$ cat config.mk
export PLATFORM = sky130hd
export DESIGN_NAME = fnv1a64_name_pair_hash_core
export DESIGN_NICKNAME = d
export VERILOG_FILES = /design/src/hdl/fnvnp_pkg.sv /design/src/hdl/fnvnp_in_stage.sv /design/src/hdl/fnvnp_hash_unit.sv /design/src/hdl/fnvnp_out_stage.sv /design/src/hdl/fnv1a64_name_pair_hash_core.sv
export SDC_FILE = /design/constraint.sdc
export NUM_CORES = 1
export LEC_CHECK = 0
export ABC_AREA = 1
export BUFFER_PORTS_ARGS = -buffer_cell sky130_fd_sc_hd__buf_2
export CORE_ASPECT_RATIO = 1.4
export CORE_UTILIZATION = 50
export DETAILED_ROUTE_END_ITERATION = 10
export PLACE_DENSITY = 0.7
export SYNTH_ARGS = -nofsm -noshare
export SYNTH_HDL_FRONTEND = slang
export SYNTH_SLANG_ARGS = --single-unit
$ cat constraint.sdc
create_clock -name clk_i -period 6.55 [get_ports clk_i]
set_input_delay 0.9825 -clock clk_i [delete_from_list [all_inputs] [get_ports clk_i]]
set_output_delay 0.9825 -clock clk_i [all_outputs]
set_load 0.005 [all_outputs]
$ cat src/hdl/fnvnp_pkg.sv
// ----------------------------------------------------------------------------
// fnvnp_pkg
// Shared types, constants and the FNV-1a byte step for the name pair hash.
// ----------------------------------------------------------------------------
`default_nettype none

package fnvnp_pkg;

  localparam logic [1:0] REQ_DATASET   = 2'd0;
  localparam logic [1:0] REQ_SEPARATOR = 2'd1;
  localparam logic [1:0] REQ_MEMBER    = 2'd2;
  localparam logic [1:0] REQ_FINISH    = 2'd3;

  localparam logic [31:0] BASIS_HI = 32'hCBF2_9CE4;
  localparam logic [31:0] BASIS_LO = 32'h8422_2325;
  localparam logic [63:0] BASIS    = {BASIS_HI, BASIS_LO};

  localparam logic [7:0] DATASET_NAME_MAX = 8'd44;
  localparam logic [7:0] MEMBER_NAME_MAX  = 8'd8;

  typedef struct packed {
    logic [1:0] req_type;
    logic [7:0] data_byte;
  } item_t;

  typedef struct packed {
    logic [63:0] file_hash;
    logic [31:0] folded_id;
  } result_t;

  // h ^ b, times prime 0x100000001B3 (mod 2^64) as shift-adds
  function automatic logic [63:0] fnv_mix(input logic [63:0] h, input logic [7:0] b);
    logic [63:0] x;
    x = h ^ {56'd0, b};
    return x + (x << 1) + (x << 4) + (x << 5) + (x << 7) + (x << 8) + (x << 40);
  endfunction

endpackage

`default_nettype wire

$ cat src/hdl/fnvnp_in_stage.sv
// ----------------------------------------------------------------------------
// fnvnp_in_stage
// Input register: holds one request beat until the hash stage takes it.
// ----------------------------------------------------------------------------
`default_nettype none

module fnvnp_in_stage (
  input  wire logic            clk_i,
  input  wire logic            rst_ni,
  input  wire logic            in_valid_i,
  output logic                 in_stall_o,
  input  wire logic [1:0]      req_type_i,
  input  wire logic [7:0]      data_byte_i,
  input  wire logic            take_i,
  output logic                 item_valid_o,
  output fnvnp_pkg::item_t     item_o
);

  logic             valid_q, valid_d;
  fnvnp_pkg::item_t item_q;
  logic             accept;

  assign in_stall_o = valid_q && !take_i;
  assign accept     = in_valid_i && !in_stall_o;

  always_comb begin
    valid_d = valid_q;
    if (accept) begin
      valid_d = 1'b1;
    end else if (take_i) begin
      valid_d = 1'b0;
    end
  end

  always_ff @(posedge clk_i or negedge rst_ni) begin
    if (!rst_ni) begin
      valid_q <= 1'b0;
    end else begin
      valid_q <= valid_d;
    end
  end

  always_ff @(posedge clk_i) begin
    if (accept) begin
      item_q <= '{req_type: req_type_i, data_byte: data_byte_i};
    end
  end

  assign item_valid_o = valid_q;
  assign item_o       = item_q;

endmodule

`default_nettype wire

$ cat src/hdl/fnvnp_hash_unit.sv
// ----------------------------------------------------------------------------
// fnvnp_hash_unit
// Running hash state, part tracking and finish/fold logic.
// ----------------------------------------------------------------------------
`default_nettype none

module fnvnp_hash_unit (
  input  wire logic              clk_i,
  input  wire logic              rst_ni,
  input  wire logic              item_valid_i,
  input  wire fnvnp_pkg::item_t  item_i,
  input  wire logic              out_ready_i,
  output logic                   take_o,
  output logic                   res_valid_o,
  output fnvnp_pkg::result_t     res_o
);

  logic [63:0] hash_q, hash_d;
  logic [7:0]  count_q, count_d;
  logic        member_q, member_d;
  logic        is_finish;
  logic [63:0] mix_in;
  logic [7:0]  mix_byte;
  logic [63:0] mixed;
  logic [63:0] fin_hash;
  logic [31:0] fold;

  assign is_finish = (item_i.req_type == fnvnp_pkg::REQ_FINISH);
  assign take_o    = item_valid_i && (!is_finish || out_ready_i);

  assign mix_in   = hash_q;
  assign mix_byte = ((item_i.req_type == fnvnp_pkg::REQ_DATASET) ||
                     (item_i.req_type == fnvnp_pkg::REQ_MEMBER)) ? item_i.data_byte : 8'd0;
  assign mixed    = fnvnp_pkg::fnv_mix(mix_in, mix_byte);

  always_comb begin
    fin_hash = member_q ? hash_q : mixed;
    if (fin_hash == 64'd0) begin
      fin_hash = fnvnp_pkg::BASIS;
    end
    fold = fin_hash[63:32] ^ fin_hash[31:0];
    if (fold == 32'd0) begin
      fold = fnvnp_pkg::BASIS_LO;
    end
  end

  always_comb begin
    hash_d   = hash_q;
    count_d  = count_q;
    member_d = member_q;
    if (take_o) begin
      case (item_i.req_type)
        fnvnp_pkg::REQ_DATASET: begin
          if (!member_q && (count_q < fnvnp_pkg::DATASET_NAME_MAX)) begin
            hash_d  = mixed;
            count_d = count_q + 8'd1;
          end
        end
        fnvnp_pkg::REQ_SEPARATOR: begin
          if (!member_q) begin
            hash_d   = mixed;
            member_d = 1'b1;
            count_d  = 8'd0;
          end
        end
        fnvnp_pkg::REQ_MEMBER: begin
          if (member_q && (count_q < fnvnp_pkg::MEMBER_NAME_MAX)) begin
            hash_d  = mixed;
            count_d = count_q + 8'd1;
          end
        end
        default: begin
          hash_d   = fnvnp_pkg::BASIS;
          count_d  = 8'd0;
          member_d = 1'b0;
        end
      endcase
    end
  end

  always_ff @(posedge clk_i or negedge rst_ni) begin
    if (!rst_ni) begin
      hash_q   <= fnvnp_pkg::BASIS;
      count_q  <= 8'd0;
      member_q <= 1'b0;
    end else begin
      hash_q   <= hash_d;
      count_q  <= count_d;
      member_q <= member_d;
    end
  end

  assign res_valid_o = take_o && is_finish;
  assign res_o       = '{file_hash: fin_hash, folded_id: fold};

endmodule

`default_nettype wire

$ cat src/hdl/fnvnp_out_stage.sv
// ----------------------------------------------------------------------------
// fnvnp_out_stage
// Result register: holds a finished hash beat until the sink takes it.
// ----------------------------------------------------------------------------
`default_nettype none

module fnvnp_out_stage (
  input  wire logic                clk_i,
  input  wire logic                rst_ni,
  input  wire logic                res_valid_i,
  input  wire fnvnp_pkg::result_t  res_i,
  output logic                     ready_o,
  output logic                     out_valid_o,
  input  wire logic                out_stall_i,
  output logic [63:0]              file_hash_o,
  output logic [31:0]              folded_id_o
);

  logic               valid_q, valid_d;
  fnvnp_pkg::result_t res_q;

  assign ready_o = !valid_q || !out_stall_i;

  always_comb begin
    valid_d = valid_q && out_stall_i;
    if (res_valid_i) begin
      valid_d = 1'b1;
    end
  end

  always_ff @(posedge clk_i or negedge rst_ni) begin
    if (!rst_ni) begin
      valid_q <= 1'b0;
    end else begin
      valid_q <= valid_d;
    end
  end

  always_ff @(posedge clk_i) begin
    if (res_valid_i) begin
      res_q <= res_i;
    end
  end

  assign out_valid_o = valid_q;
  assign file_hash_o = res_q.file_hash;
  assign folded_id_o = res_q.folded_id;

endmodule

`default_nettype wire

$ cat src/hdl/fnv1a64_name_pair_hash_core.sv
// ----------------------------------------------------------------------------
// fnv1a64_name_pair_hash_core
// 64-bit FNV-1a hash of a dataset/member name pair, one request per beat.
// ----------------------------------------------------------------------------
// Takes one request beat per cycle (dataset byte, separator, member byte or
// finish); output stall holds only finish beats and the beats behind them.
// A byte or separator sits in the input register and is folded into the
// running hash in the following cycle; a finish beat's hash and 32-bit fold
// go into the output register once it can take them. Outside such holds, the
// throughput of one beat per clock is set by the running-hash feedback loop,
// a single multiply-by-prime shift-add network. Over-length and out-of-order
// bytes are dropped; finish reseeds the hash and clears the part state.
// ----------------------------------------------------------------------------
`default_nettype none

module fnv1a64_name_pair_hash_core (
  input  wire logic        clk_i,
  input  wire logic        rst_ni,
  input  wire logic        in_valid_i,
  output logic             in_stall_o,
  input  wire logic [1:0]  req_type_i,
  input  wire logic [7:0]  data_byte_i,
  output logic             out_valid_o,
  input  wire logic        out_stall_i,
  output logic [63:0]      file_hash_o,
  output logic [31:0]      folded_id_o
);

  logic               item_valid;
  fnvnp_pkg::item_t   item;
  logic               take;
  logic               out_ready;
  logic               res_valid;
  fnvnp_pkg::result_t res;

  fnvnp_in_stage u_in (
    .clk_i        (clk_i),
    .rst_ni       (rst_ni),
    .in_valid_i   (in_valid_i),
    .in_stall_o   (in_stall_o),
    .req_type_i   (req_type_i),
    .data_byte_i  (data_byte_i),
    .take_i       (take),
    .item_valid_o (item_valid),
    .item_o       (item)
  );

  fnvnp_hash_unit u_hash (
    .clk_i        (clk_i),
    .rst_ni       (rst_ni),
    .item_valid_i (item_valid),
    .item_i       (item),
    .out_ready_i  (out_ready),
    .take_o       (take),
    .res_valid_o  (res_valid),
    .res_o        (res)
  );

  fnvnp_out_stage u_out (
    .clk_i       (clk_i),
    .rst_ni      (rst_ni),
    .res_valid_i (res_valid),
    .res_i       (res),
    .ready_o     (out_ready),
    .out_valid_o (out_valid_o),
    .out_stall_i (out_stall_i),
    .file_hash_o (file_hash_o),
    .folded_id_o (folded_id_o)
  );

endmodule

`default_nettype wire

==> results.sh <==
export IMPL_netlist_area_sq_um=21500
export IMPL_place_area_sq_um=25300
export IMPL_cp_arrival_ps=7270
export IMPL_io_pins=112
export IMPL_worst_pin_slew_ps=953
export IMPL_finClkSkew_ps=29.0
export IMPL_final_nets=3721
export IMPL_dieArea_sq_um=43900
export IMPL_crit_family="buffers and inverters"
export IMPL_drc_errors=0
export IMPL_critPathCaptureType="flip-flop"
export IMPL_antenna_found_initial=0
export IMPL_syn_nets=3265
export IMPL_r2r_cells=40
export IMPL_max_stage_delay_ps=600
export IMPL_maxCapViolCount=0
export IMPL_synth_warning_count=0
export IMPL_synthArstFlopShare_pct=41.4
export IMPL_clk_latency_ps=470
export IMPL_tns_ps=-3130
export IMPL_grtUsageTotal_pct=39.7
export IMPL_grt_max_degree=74
export IMPL_crit_type="reg2reg"
export IMPL_area_growth_synth_to_final_pct=24.0
export IMPL_drtIter0Drc=1596
export IMPL_synthMostInstantiatedCell="nand2_1"
export IMPL_finalSetupViolations=11
export IMPL_synth_area_leaders="fa_1 (22%), nand2_1 (15%), edfxtp_1 (15%)"
export IMPL_dp_hpwl_microns=70300
export IMPL_path_depth=40
export IMPL_worstHoldPathType="in2async"
export IMPL_wl_microns=84800
export IMPL_place_ws_ps=-402
export IMPL_hold_buffers=0
export IMPL_period_needed_ps=6870
export IMPL_dr_pass1_iters=7
export IMPL_final_max_slew_viol_count=0
export IMPL_grt_overflow=0
export IMPL_wl_per_cell_microns=21.6
export IMPL_ctsHtreeMaxLevel=4
export IMPL_start_kind="flip-flop"
export IMPL_required_ps=6950
export IMPL_grt_pass1_vias=20800
export IMPL_io_buffers=111
export IMPL_whs_ps=390
export IMPL_cp_max_fo=4
export IMPL_gp_congestion=1.07
export IMPL_diodes=0
export IMPL_status="finished, violations left"
export IMPL_die_x_microns=177
export IMPL_syn_area_per_cell_sq_um=7.42
export IMPL_slowest_stage="fa_2"
export IMPL_postSynthRegisterBits=181
export IMPL_ant_nets=0
export IMPL_grt_pass1_wl_microns=125000
export IMPL_drive_gt1_share_pct=22.3
export IMPL_die_y_microns=248
export IMPL_synth_cell_type_count=50
export IMPL_ys_flop_type="edfxtp_1"
export IMPL_cts_path_max_buffers=2
export IMPL_slew_headroom_pct=36.3
export IMPL_setup_slack_ps=-321
export IMPL_syn_instance_count=2904
export IMPL_synth_top_area_share_pct=22.3
export IMPL_worst_path_buf_inv=23
export IMPL_cts_root_buf="clkbuf_16"
export IMPL_ys_seq_area_share_pct=23.7
export IMPL_synth_common_cells="nand2_1 (886), inv_1 (760), fa_1 (240)"
export IMPL_core_region_area_sq_um=42300
export IMPL_vias_per_cell=5.26
export IMPL_initial_core_util_pct=50.9
export IMPL_via_count=20600
export IMPL_fin_crit_sh_pct=105
export IMPL_hold_viol_final=0
export IMPL_cts_sinks=181
export IMPL_cts_made_buffers=17
export IMPL_violations="negative setup slack"
export IMPL_num_rows=89
export IMPL_synth_area_leader_cell="fa_1"
export IMPL_rrSetupSlack_ps=-320
export IMPL_synth_edff_count=106
export IMPL_fmax_mhz=146
export IMPL_stdcell_area_sq_um=26700
export IMPL_cts_tree="yes"
export IMPL_path_clk_slew_ps=100
export IMPL_critical_path_most_common_cell="buf_4"
export IMPL_rsz0062_at_grt="true"
-- sequential cells by signal, indices dropped and copies added (netlist names) --
signal             count
u_hash.member_q        1
u_in.item_o           10
u_in.item_valid_o      1
u_hash.hash_q         64
u_out.folded_id_o     32
u_out.file_hash_o     64
u_hash.count_q         8
u_out.out_valid_o      1
-- per-stage QoR --
stage | util [%] | instances
final | 63.1 | 3919
after global routing | 63.1 | 3919
after CTS | 62.3 | 3908
after detailed placement | 59.7 | 3850
after global placement | 59.7 | 3850
after floorplan | - | 2904
-- layout make-up --
class | instances | area, sq um
Tap cell | 546 | 683
Clock buffer | 17 | 425
Inverter | 770 | 2890
Fill cell | 3850 | 15600
Clock inverter | 15 | 215
Timing Repair Buffer | 482 | 3550
Sequential cell | 181 | 5100
Multi-Input combinational cell | 1908 | 13800
-- routing by layer --
metal / up-vias / share of wire, % / track usage [%] / wire, microns
met5: - / 0 / 0 / 0
met4: 0 / 8.7 / 28.4 / 7370
met3: 270 / 7.2 / 6.63 / 6100
met2: 939 / 48 / 66.5 / 40300
met1: 9828 / 37 / 46.0 / 31100
li1: 9587 / - / - / -
-- logic make-up after synthesis --
| kind of cell | Yosys count | synth area share, % |
|---|---|---|
| adders and majority gates | 347 | 28.5 |
| xor gates and xnor gates | 48 | 1.95 |
| DFF | 181 | 23.7 |
| buffers and inverters | 816 | 14.4 |
| and+or+nand+nor | 1318 | 26.2 |
| AOI/OAI and AO/OA | 194 | 5.29 |
-- path summary, 6_finish.rpt --
check,startpoint,endpoint
setup / recovery,u_in.item_o[8],u_hash.hash_q[49]
hold / removal,rst_ni,u_hash.hash_q[28]
setup reg to reg,u_in.item_o[8],u_hash.hash_q[49]
hold reg to reg,u_hash.count_q[7],u_hash.count_q[7]
max in group asynchronous,rst_ni,u_hash.member_q
min in group clk_i,u_hash.count_q[7],u_hash.count_q[7]
-- what timing repair did --
item	CTS	global route
gates resized for setup	68	56
gates cloned	1	2
pin swaps	19	22
setup endpoints to repair	10	16
setup buffers	25	9
-- cell usage in the layout (no fill, tap or decap), types with 15 or more instances in the layout --
cell type    n
dfrtp_1     46
buf_2      110
nand2_2     56
ha_1        98
nor2_2      28
fa_1       233
or2_2       18
o21ai_0     59
edfxtp_1   106
nand3_1    139
buf_4      352
nor2_1     131
dfstp_2     28
inv_2       15
a21oi_1     51
clkbuf_16   18
inv_1      751
nand4_1     16
nand3_2     18
xor2_1      28
a31oi_1     28
nand2_1    848
Power is left out: the tool's default activity adds up to more than one toggle a clock period on the data nets, which glitch-free logic cannot reach.
